**config.mk**
```make
export PLATFORM = sky130hd
export DESIGN_NAME = pulse_period_duty_meter
export DESIGN_NICKNAME = d
export VERILOG_FILES = /design/src/rtl/core/ppdm_pkg.sv /design/src/rtl/core/pulse_period_duty_meter.sv
export SDC_FILE = /design/constraint.sdc
export NUM_CORES = 2
export LEC_CHECK = 0
export BUFFER_PORTS_ARGS = -buffer_cell sky130_fd_sc_hd__buf_2
export CAP_MARGIN = 20
export CORE_ASPECT_RATIO = 1.75
export CORE_MARGIN = 8
export CORE_UTILIZATION = 30
export CTS_CLUSTER_SIZE = 10
export DETAILED_ROUTE_END_ITERATION = 6
export PLACE_DENSITY = 0.44
export RECOVER_POWER = 100
export SYNTH_ARGS = -nofsm -noshare
export SYNTH_HDL_FRONTEND = slang
export SYNTH_SLANG_ARGS = --single-unit
export TNS_END_PERCENT = 1
```
**constraint.sdc**
```tcl
create_clock -name clk -period 16.5 [get_ports clk]
set_input_delay 1.65 -clock clk [delete_from_list [all_inputs] [get_ports clk]]
set_output_delay 1.65 -clock clk [all_outputs]
set_load 0.01 [all_outputs]
```
**src/rtl/core/ppdm_pkg.sv**
```systemverilog
package ppdm_pkg;

  localparam int COUNT_WIDTH_DEF = 32;

  localparam int TIMER_WRAP_W = 17;
  localparam int RATE_W       = 32;
  localparam int CFG_INDEX_W  = 1;
  localparam int CFG_DATA_W   = 32;

  localparam logic [TIMER_WRAP_W-1:0] TIMER_WRAP_RESET = 17'd50000;
  localparam logic [RATE_W-1:0]       REF_RATE_RESET   = 32'd16000000;
  localparam logic [TIMER_WRAP_W-1:0] DUTY_SCALE       = 17'd10000;

  // Register indexes on the configuration port.
  localparam logic [CFG_INDEX_W-1:0] CFG_TIMER_WRAP = 1'd0;
  localparam logic [CFG_INDEX_W-1:0] CFG_REF_RATE   = 1'd1;

  // Request opcodes.
  localparam logic [1:0] OP_ARM  = 2'd0;
  localparam logic [1:0] OP_WRAP = 2'd1;
  localparam logic [1:0] OP_EDGE = 2'd2;

  // Divider geometry: the duty dividend is at most 46 bits wide.
  localparam int DIVIDEND_W = 48;
  localparam int STEP_CNT_W = 6;
  localparam logic [STEP_CNT_W-1:0] FREQ_LAST_STEP = 6'd31;
  localparam logic [STEP_CNT_W-1:0] DUTY_LAST_STEP = 6'd47;

  localparam int PROD_W = 49;

  typedef enum logic [1:0] {
    PH_RISE1 = 2'd0,
    PH_FALL  = 2'd1,
    PH_RISE2 = 2'd2
  } phase_t;

  typedef enum logic [3:0] {
    ST_IDLE,
    ST_MUL_PER,
    ST_MUL_HIGH,
    ST_SUM_HIGH,
    ST_MUL_DUTY,
    ST_DIV_FREQ,
    ST_LOAD_DUTY,
    ST_DIV_DUTY,
    ST_DONE
  } state_t;

  typedef struct packed {
    logic [1:0]  op;
    logic        edge_rising;
    logic [15:0] capture_value;
  } in_item_t;

  typedef struct packed {
    logic [31:0] period_ticks;
    logic [31:0] high_ticks;
    logic [31:0] freq_hz;
    logic [31:0] duty_hundredths;
    logic        zero_period;
  } out_item_t;

endpackage

```
**src/rtl/core/pulse_period_duty_meter.sv**
```systemverilog
// Arm, wrap and non-final edge requests leave the meter idle, ready for the next request.
// The final rising edge starts a measurement: the sequencer runs the multiplies and sums,
// then the two divisions (skipped when the period is zero); out_valid rises as it leaves ST_DONE,
// later while the previous result is stalled. No request is taken meanwhile. The shared
// restoring divider makes one quotient bit per cycle: 32 steps for the frequency, then 48 for the duty.
// Synchronous active-low reset disarms the meter, clears the overflow count and drops out_valid.
module pulse_period_duty_meter #(
  parameter int COUNT_WIDTH = ppdm_pkg::COUNT_WIDTH_DEF
) (
  input  logic                               clk,
  input  logic                               rst_n,

  input  logic                               in_valid,
  output logic                               in_stall,
  input  ppdm_pkg::in_item_t                 in_data,

  output logic                               out_valid,
  input  logic                               out_stall,
  output ppdm_pkg::out_item_t                out_data,

  input  logic                               cfg_valid,
  output logic                               cfg_ready,
  input  logic [ppdm_pkg::CFG_INDEX_W-1:0]   cfg_index,
  input  logic [ppdm_pkg::CFG_DATA_W-1:0]    cfg_data
);

  localparam int DW = ppdm_pkg::DIVIDEND_W;

  ppdm_pkg::state_t state_r, state_nxt;
  ppdm_pkg::phase_t phase_r;
  logic             armed_r;

  logic [ppdm_pkg::TIMER_WRAP_W-1:0] timer_wrap_r;
  logic [ppdm_pkg::RATE_W-1:0]       ref_rate_r;

  logic [COUNT_WIDTH-1:0] overflow_r;
  logic [COUNT_WIDTH-1:0] stamp1_r;
  logic [COUNT_WIDTH-1:0] stamp2_r;
  logic [15:0]            cap1_r;
  logic [15:0]            cap2_r;
  logic [15:0]            cap3_r;

  logic [31:0] dper_r;
  logic [31:0] dhigh_r;
  logic [31:0] period_r;
  logic [31:0] high_r;
  logic [31:0] freq_r;

  logic [ppdm_pkg::PROD_W-1:0]     prod_r;
  logic [31:0]                     rem_r;
  logic [DW-1:0]                   quo_r;
  logic [ppdm_pkg::STEP_CNT_W-1:0] cnt_r;

  logic      out_valid_r;
  ppdm_pkg::out_item_t out_data_r;

  logic accept;
  logic take_first;
  logic take_second;
  logic start_meas;
  logic out_free;

  logic [COUNT_WIDTH-1:0] dper_cw;
  logic [COUNT_WIDTH-1:0] dhigh_cw;
  logic [63:0]            dper_ext;
  logic [63:0]            dhigh_ext;

  logic [31:0]                       mul_a;
  logic [ppdm_pkg::TIMER_WRAP_W-1:0] mul_b;
  logic [ppdm_pkg::PROD_W-1:0]       mul_p;

  logic [32:0] div_shift;
  logic [33:0] div_trial;
  logic [31:0] rem_step;
  logic [DW-1:0] quo_step;

  logic [31:0] duty_sat;
  logic        period_zero;

  assign cfg_ready = 1'b1;
  assign out_valid = out_valid_r;
  assign out_data  = out_data_r;

  assign accept   = in_valid && !in_stall;
  assign out_free = !out_valid_r || !out_stall;

  // Edge sequencing. Phase value 3 never occurs and falls under the first-rise arm.
  always_comb begin
    take_first  = 1'b0;
    take_second = 1'b0;
    start_meas  = 1'b0;
    if (accept && in_data.op == ppdm_pkg::OP_EDGE && armed_r) begin
      case (phase_r)
        ppdm_pkg::PH_FALL:  take_second = !in_data.edge_rising;
        ppdm_pkg::PH_RISE2: start_meas  = in_data.edge_rising;
        default:            take_first  = in_data.edge_rising;
      endcase
    end
  end

  assign dper_cw   = overflow_r - stamp1_r;
  assign dhigh_cw  = stamp2_r - stamp1_r;
  assign dper_ext  = 64'(dper_cw);
  assign dhigh_ext = 64'(dhigh_cw);

  // Shared multiplier.
  always_comb begin
    unique case (state_r)
      ppdm_pkg::ST_MUL_PER: begin
        mul_a = dper_r;
        mul_b = timer_wrap_r;
      end
      ppdm_pkg::ST_MUL_HIGH: begin
        mul_a = dhigh_r;
        mul_b = timer_wrap_r;
      end
      default: begin
        mul_a = high_r;
        mul_b = ppdm_pkg::DUTY_SCALE;
      end
    endcase
  end

  assign mul_p = ppdm_pkg::PROD_W'(mul_a) * ppdm_pkg::PROD_W'(mul_b);

  // Restoring divider step; the remainder always stays below the period.
  assign div_shift = {rem_r, quo_r[DW-1]};
  assign div_trial = {1'b0, div_shift} - {2'b00, period_r};
  assign rem_step  = div_trial[33] ? div_shift[31:0] : div_trial[31:0];
  assign quo_step  = {quo_r[DW-2:0], !div_trial[33]};

  assign duty_sat    = (quo_r[DW-1:32] != '0) ? 32'hFFFF_FFFF : quo_r[31:0];
  assign period_zero = (period_r == 32'd0);

  // Next state.
  always_comb begin
    state_nxt = state_r;
    unique case (state_r)
      ppdm_pkg::ST_IDLE:      if (start_meas) state_nxt = ppdm_pkg::ST_MUL_PER;
      ppdm_pkg::ST_MUL_PER:   state_nxt = ppdm_pkg::ST_MUL_HIGH;
      ppdm_pkg::ST_MUL_HIGH:  state_nxt = ppdm_pkg::ST_SUM_HIGH;
      ppdm_pkg::ST_SUM_HIGH:  state_nxt = ppdm_pkg::ST_MUL_DUTY;
      ppdm_pkg::ST_MUL_DUTY: begin
        state_nxt = period_zero ? ppdm_pkg::ST_DONE : ppdm_pkg::ST_DIV_FREQ;
      end
      ppdm_pkg::ST_DIV_FREQ: begin
        if (cnt_r == ppdm_pkg::FREQ_LAST_STEP) state_nxt = ppdm_pkg::ST_LOAD_DUTY;
      end
      ppdm_pkg::ST_LOAD_DUTY: state_nxt = ppdm_pkg::ST_DIV_DUTY;
      ppdm_pkg::ST_DIV_DUTY: begin
        if (cnt_r == ppdm_pkg::DUTY_LAST_STEP) state_nxt = ppdm_pkg::ST_DONE;
      end
      ppdm_pkg::ST_DONE:      if (out_free) state_nxt = ppdm_pkg::ST_IDLE;
      default:                state_nxt = ppdm_pkg::ST_IDLE;
    endcase
  end

  // Outputs of the sequencer.
  always_comb begin
    in_stall = (state_r != ppdm_pkg::ST_IDLE);
  end

  // Control state.
  always_ff @(posedge clk) begin
    if (!rst_n) begin
      state_r      <= ppdm_pkg::ST_IDLE;
      armed_r      <= 1'b0;
      phase_r      <= ppdm_pkg::PH_RISE1;
      overflow_r   <= '0;
      out_valid_r  <= 1'b0;
      timer_wrap_r <= ppdm_pkg::TIMER_WRAP_RESET;
      ref_rate_r   <= ppdm_pkg::REF_RATE_RESET;
    end else begin
      state_r <= state_nxt;

      if (cfg_valid && cfg_ready) begin
        unique case (cfg_index)
          ppdm_pkg::CFG_TIMER_WRAP: timer_wrap_r <= cfg_data[ppdm_pkg::TIMER_WRAP_W-1:0];
          ppdm_pkg::CFG_REF_RATE:   ref_rate_r   <= cfg_data;
          default: ;
        endcase
      end

      if (accept && in_data.op == ppdm_pkg::OP_ARM) begin
        armed_r <= 1'b1;
        phase_r <= ppdm_pkg::PH_RISE1;
      end else if (accept && in_data.op == ppdm_pkg::OP_WRAP) begin
        overflow_r <= overflow_r + COUNT_WIDTH'(1);
      end else if (take_first) begin
        phase_r <= ppdm_pkg::PH_FALL;
      end else if (take_second) begin
        phase_r <= ppdm_pkg::PH_RISE2;
      end else if (start_meas) begin
        armed_r <= 1'b0;
        phase_r <= ppdm_pkg::PH_RISE1;
      end

      if (state_r == ppdm_pkg::ST_DONE && out_free) begin
        out_valid_r <= 1'b1;
      end else if (!out_stall) begin
        out_valid_r <= 1'b0;
      end
    end
  end

  // Datapath.
  always_ff @(posedge clk) begin
    if (take_first) begin
      cap1_r   <= in_data.capture_value;
      stamp1_r <= overflow_r;
    end
    if (take_second) begin
      cap2_r   <= in_data.capture_value;
      stamp2_r <= overflow_r;
    end
    if (start_meas) begin
      cap3_r  <= in_data.capture_value;
      dper_r  <= dper_ext[31:0];
      dhigh_r <= dhigh_ext[31:0];
    end

    unique case (state_r)
      ppdm_pkg::ST_MUL_PER: begin
        prod_r <= mul_p;
      end
      ppdm_pkg::ST_MUL_HIGH: begin
        period_r <= prod_r[31:0] + {16'd0, cap3_r} - {16'd0, cap1_r};
        prod_r   <= mul_p;
      end
      ppdm_pkg::ST_SUM_HIGH: begin
        high_r <= prod_r[31:0] + {16'd0, cap2_r} - {16'd0, cap1_r};
      end
      ppdm_pkg::ST_MUL_DUTY: begin
        prod_r <= mul_p;
        rem_r  <= '0;
        quo_r  <= {ref_rate_r, 16'd0};
        cnt_r  <= '0;
      end
      ppdm_pkg::ST_DIV_FREQ, ppdm_pkg::ST_DIV_DUTY: begin
        rem_r <= rem_step;
        quo_r <= quo_step;
        cnt_r <= cnt_r + ppdm_pkg::STEP_CNT_W'(1);
      end
      ppdm_pkg::ST_LOAD_DUTY: begin
        freq_r <= quo_r[31:0];
        rem_r  <= '0;
        quo_r  <= prod_r[DW-1:0];
        cnt_r  <= '0;
      end
      ppdm_pkg::ST_DONE: begin
        if (out_free) begin
          out_data_r.period_ticks    <= period_r;
          out_data_r.high_ticks      <= high_r;
          out_data_r.freq_hz         <= period_zero ? 32'd0 : freq_r;
          out_data_r.duty_hundredths <= period_zero ? 32'd0 : duty_sat;
          out_data_r.zero_period     <= period_zero;
        end
      end
      default: ;
    endcase
  end

  a_start_disarms: assert property (@(posedge clk) disable iff (!rst_n)
    start_meas |=> (state_r == ppdm_pkg::ST_MUL_PER && !armed_r))
    else $error("measurement start did not launch the sequencer and disarm");

  a_result_from_done: assert property (@(posedge clk) disable iff (!rst_n)
    $rose(out_valid_r) |-> $past(state_r) == ppdm_pkg::ST_DONE)
    else $error("result appeared without a finished measurement");

  a_zero_quotients: assert property (@(posedge clk) disable iff (!rst_n)
    (out_valid_r && out_data_r.zero_period) |->
      (out_data_r.freq_hz == 32'd0 && out_data_r.duty_hundredths == 32'd0))
    else $error("zero period result carries nonzero quotients");

  a_rem_bound: assert property (@(posedge clk) disable iff (!rst_n)
    (state_r == ppdm_pkg::ST_DIV_FREQ || state_r == ppdm_pkg::ST_DIV_DUTY) |->
      rem_r < period_r)
    else $error("divider remainder reached the period");

endmodule

```
# After elaboration in Yosys (flattened, before gate mapping)
# Index checks and enable logic that the tools add are counted.
# W data, S select, Z words.
# word_totals
output_inout_bits	132
regBits	624
inputBits	57
word_cells	125
# classes
eq_ne	22
n_mul	1
muxes	29
reduce_logical	34
n_bitwise	4
addsub	9
# ops
cell	count
$pmux W48 S3	1
$pmux W32 S2	2
$add A32 B16 Y32	2
$mux W32	2
$sub A32 B16 Y32	2
$sub A32 B32 Y32	2
$mul A32 B17 Y48	1
$pmux W4 S9	1
$sub A33 B32 Y34	1
$add A32 B1 Y32 const B	1
$logic_not A32 Y1	1
$mux W4	5
$mux W17	1
$eq A4 B3 Y1 const B	4
$reduce_bool A16 Y1	1
$mux W1	13
$pmux W6 S2	1
$ne A2 B2 Y1 const B	5
$reduce_and A2 Y1	5
$reduce_or A2 Y1	5
$eq A4 B2 Y1 const B	2
$reduce_and A4 Y1	2
$add A6 B1 Y6 const B	1
$eq A6 B5 Y1 const B	1
other kinds (17)	37

# Longest topological paths before layout
# logic_depth
depth_word	11
depth_mapped	31

# Worst setup path after synthesis
# No wires, ideal clock.
# synth_path
path_kind	input port to flip-flop
startpoint	input port out_stall
endpoint	register out_data_r (netlist bit out_data[0]), enable pin
n_path_buf	0
arrival_ns	7.880
stages	1
slack_ns	7.959
path_cell_list	a21oi_1
# synth_via
elab_chain_cells	3
# synth_rtl
item	line_no	source
from (decl)	pulse_period_duty_meter.sv:18	input logic out_stall,
$logic_not A1 Y1	--	
$logic_or A1 B1 Y1	pulse_period_duty_meter.sv:85	assign out_free = !out_valid_r || !out_stall;
$reduce_and A2 Y1 (no source line)	--	
to (decl)	pulse_period_duty_meter.sv:55	ppdm_pkg::out_item_t out_data_r;
# Every way passes these cells.
# A chain may end at the register's enable or synchronous reset.

# Worst setup path in the final report
# layout_path
startpoint	register state_r[0]
endpoint	register prod_r[47] (netlist bit) (data pin)
# layout_via
elab_chain_cells	4
# layout_rtl
item	line_no	source
from (decl)	pulse_period_duty_meter.sv:29	ppdm_pkg::state_t state_r, state_nxt;
from (signal assigned)	pulse_period_duty_meter.sv:166	state_r <= ppdm_pkg::ST_IDLE;
from (signal assigned)	pulse_period_duty_meter.sv:174	state_r <= state_nxt;
$eq A4 B2 Y1 / $eq A4 B1 Y1 (equally long branches)	pulse_period_duty_meter.sv:108	unique case (state_r)
$reduce_or A2 Y1 (no source line)	--	
$mux W17	pulse_period_duty_meter.sv:108	
$mul A32 B17 Y48 (*)	pulse_period_duty_meter.sv:124	assign mul_p = ppdm_pkg::PROD_W'(mul_a) * ppdm_pkg::PROD_W'(mul_b);
named net mul_p (one bit)	pulse_period_duty_meter.sv:70	logic [ppdm_pkg::PROD_W-1:0] mul_p;
to (signal assigned)	pulse_period_duty_meter.sv:224	prod_r <= mul_p;
to (signal assigned)	pulse_period_duty_meter.sv:228	prod_r <= mul_p;
to (signal assigned)	pulse_period_duty_meter.sv:234	prod_r <= mul_p;
to (decl)	pulse_period_duty_meter.sv:49	logic [ppdm_pkg::PROD_W-1:0] prod_r;
# Mark *: on every way through the listed nets, which the timed path passes. The rest lies on a longest branch.

==> flow_metrics.env <==
export IMPL_critical_path_reg2reg_endpoint="prod_r[47]$_DFFE_PP_"
export IMPL_nets=5614
export IMPL_design_core_area_um2=159200
export IMPL_route_vias_total=33560
export IMPL_io_pins=189
export IMPL_cpMaxStageDelayCell="clkbuf_1"
export IMPL_rsz0062_at_grt="no"
export IMPL_crit_fanout=47
export IMPL_rr_worst_depth=30
export IMPL_area_growth_synth_to_final_pct=10.65
export IMPL_design_area_um2=53060
export IMPL_clock_latency_ns=0.67
export IMPL_cts_sink_count=624
export IMPL_drt_pass1_iterations=5
export IMPL_detail_route_wl_per_cell_um=22.27
export IMPL_floorplan_initialDensity=0.3012
export IMPL_cts_hold_buffers_added=0
export IMPL_worstMarginPinSlew_ns=4.036
export IMPL_antenna_left=0
export IMPL_fp_dieW_um=318.2
export IMPL_routed_wirelength_um=153900
export IMPL_setup_cp_type="flip-flop to flip-flop"
export IMPL_worstSetupPathDepth=30
export IMPL_crit_required_ns=16.89
export IMPL_grt_first_pass_wirelength_um=229100
export IMPL_synth_sequential_area_ratio=0.3721
export IMPL_place_detailed_hpwl_um=122000
export IMPL_max_freq_ghz=0.07932
export IMPL_timing_max_slew_rel_slack=-1.690
export IMPL_failed_checks="max-capacitance violations, max-slew violations"
export IMPL_cts_setup_buffers=0
export IMPL_max_cap_violations=21
export IMPL_synth_enable_flop_cells=535
export IMPL_cp_num_buf_inv=8
export IMPL_final_min_period_over_clock_period=0.7641
export IMPL_clock_tree_htree_level_count=3
export IMPL_synth_warnings=0
export IMPL_finalSetupTns_ns=0
export IMPL_cts_tree="done"
export IMPL_postSynthRegisterBits=624
export IMPL_status="finished with violations"
export IMPL_regToRegSetupSlack_ns=3.89
export IMPL_synth_avg_cell_area_um2=10.26
export IMPL_critical_path_top_delay_family="buffers and inverters"
export IMPL_hold_viol_final=0
export IMPL_cts_path_max_buffers=3
export IMPL_min_delay_path_class="flip-flop to flip-flop"
export IMPL_ys_flop_type="edfxtp_1"
export IMPL_fp_dieH_um=544.9
export IMPL_core_rowCount=194
export IMPL_reg2reg_from="state_r[0]$_SDFFE_PN0P_"
export IMPL_grt_antenna_before_repair=4
export IMPL_ctsResizeCount=0
export IMPL_tritoncts_num_buffers=73
export IMPL_first_global_vias=36370
export IMPL_finalClockSkew_ns=0.03804
export IMPL_worst_setup_path_endpoint="prod_r[47]$_DFFE_PP_"
export IMPL_remaining_drcs=0
export IMPL_grt_overflow=0
export IMPL_crit_path_launch="state_r[0]$_SDFFE_PN0P_"
export IMPL_report_final_slew_viol_count=945
export IMPL_timing_critical_path_arrival_ns=13.00
export IMPL_post_synth_num_cell_types=92
export IMPL_synth_async_sr_flop_share=0
export IMPL_routabilityCongestion=0.9345
export IMPL_final_core_util=0.3333
export IMPL_timing_critical_path_from_type="flip-flop"
export IMPL_synthesis_nets=5480
export IMPL_fin_crit_ns=12.61
export IMPL_place_area_um2=51250
export IMPL_cpMostUsedCell="fa_1"
export IMPL_final_fill_count=16400
export IMPL_critPathCaptureType="flip-flop"
export IMPL_final_setup_viol_count=0
export IMPL_worst_hold_slack_ns=0.4668
export IMPL_post_synth_instance_area_um2=47960
export IMPL_post_route_cells_drive_above_1_share=0.04040
export IMPL_cp_slowest_stage_delay_ns=1.56
export IMPL_fp_dieArea_um2=173400
export IMPL_largest_net_degree_at_the_start_of_global_routing=89
export IMPL_clk_pin_slew_ns=0.06
export IMPL_total_of_buffers_placed_on_input_and_output_ports=187
export IMPL_drt_iter0_markers=1886
export IMPL_grt_usage=0.1752
export IMPL_ctsRootBufferMaster="clkbuf_16"
export IMPL_post_synth_inst_count=4674
export IMPL_avgViaCountPerCell=4.855
[how the worst min path moves through the flow]
stage / startpoint / endpoint / slack (ns) / cells past startpoint
final: ref_rate_r[10]$_SDFFE_PN1P_ / ref_rate_r[10]$_SDFFE_PN1P_ / 0.47 / 2
after global routing: ref_rate_r[26]$_SDFFE_PN0P_ / ref_rate_r[26]$_SDFFE_PN0P_ / 0.49 / 2
after CTS: ref_rate_r[8]$_SDFFE_PN0P_ / ref_rate_r[8]$_SDFFE_PN0P_ / 0.47 / 2
after detailed placement: ref_rate_r[10]$_SDFFE_PN1P_ / ref_rate_r[10]$_SDFFE_PN1P_ / 0.46 / 2
after global placement: ref_rate_r[13]$_SDFFE_PN1P_ / ref_rate_r[13]$_SDFFE_PN1P_ / 0.45 / 2
after floorplan: high_r[22]$_DFFE_PP_ / out_data[87]$_DFFE_PP_ / 0.42 / 0
[synthesized netlist by cell type, types with 31 or more instances]
cell type  instances  share of area
a21boi_0          41         0.0064
a21o_1            63         0.0099
a21oi_1          171          0.018
a22o_1            48         0.0088
a22oi_1           40         0.0063
and2_1           222          0.029
and3_1            31         0.0040
clkbuf_1         168          0.013
dfxtp_1           89          0.037
edfxtp_1         535           0.33
fa_1             483           0.20
ha_1             266          0.069
inv_1            771          0.060
nand2_1          520          0.041
nand3_1           95         0.0099
nor2_1           275          0.022
nor2b_1           76         0.0099
nor3_1            36         0.0038
o21a_1            37         0.0058
o21ai_0          115          0.012
o21ai_1           36         0.0038
xnor2_1          151          0.028
xor2_1            51         0.0093
[state kept, by name, summed over array words and instances (netlist names), 6 cells and up]
signal	count
stamp1_r	32
out_data	129
dhigh_r	32
quo_r	48
timer_wrap_r	17
ref_rate_r	32
cap2_r	16
cnt_r	6
cap1_r	16
period_r	32
freq_r	32
rem_r	32
stamp2_r	32
cap3_r	16
dper_r	32
high_r	32
overflow_r	32
prod_r	48
[tightest hold or removal path, cell delays in order (launching register included)]
cell,delay [ns]
dfxtp_1,0.31
nand2_1,0.05
nand3_1,0.06
[cells in the final DEF, fill, tap and decap left out, types with 39 or more instances in the layout]
cell type and n:
a21boi_0 48, a21o_1 63, a21oi_1 171, a22o_1 48, a22oi_1 40, and2_1 201, buf_2 39, clkbuf_1 202
clkbuf_16 76, dfxtp_1 84, edfxtp_1 535, fa_1 483, ha_1 266, inv_1 768, nand2_1 521, nand3_1 96
nor2_1 273, nor2b_1 75, o21ai_0 140, xnor2_1 151, xor2_1 51
[logic make-up (layout without fill, tap and decap cells)]
logic type / after synthesis / in the layout / share of synthesized area
AND/OR/NAND/NOR: 1396 / 1396 / 0.1390
buffers and inverters: 959 / 1137 / 0.07545
adder cells (fa/ha/maj): 749 / 749 / 0.2710
AO/OA/AOI/OAI: 717 / 717 / 0.09990
flip-flops: 624 / 624 / 0.3721
XOR/XNOR: 202 / 202 / 0.03689
multiplexers: 26 / 26 / 0.005479
other: 1 / 3 / 0.00007819
[layout make-up]
class,instances,area [µm²],share of cell area
flip-flops and latches,624,17850,0.3364
inverters,771,2895,0.05456
multi-input cells,3091,26450,0.4985
diodes,2,5.005,0.00009432
repair buffers,247,1145,0.02157
well taps,2058,2575,0.04853
clock inverters,7,80.08,0.001509
clock buffers,112,2057,0.03876
[per-layer routing]
layer | up-vias | global-route usage | share of wire
met5 | - | 0 | 0
met4 | 0 | 0.09532 | 0.064
met3 | 314 | 0.01982 | 0.034
met2 | 786 | 0.3526 | 0.56
met1 | 16840 | 0.1722 | 0.35
li1 | 15620 | - | -
[stage by stage]
| stage | worst slack [ns] | std cells |
|---|---|---|
| after floorplan | 7.959 | 4674 |
| final | 3.892 | 6912 |
| after detailed placement | 6.420 | 6789 |
| after global routing | 3.002 | 6911 |
| after global placement | 6.526 | 6788 |
| after CTS | 6.386 | 6908 |
Power is left out: the tool's default activity adds up to more than one toggle a clock period on the data nets, which glitch-free logic cannot reach.
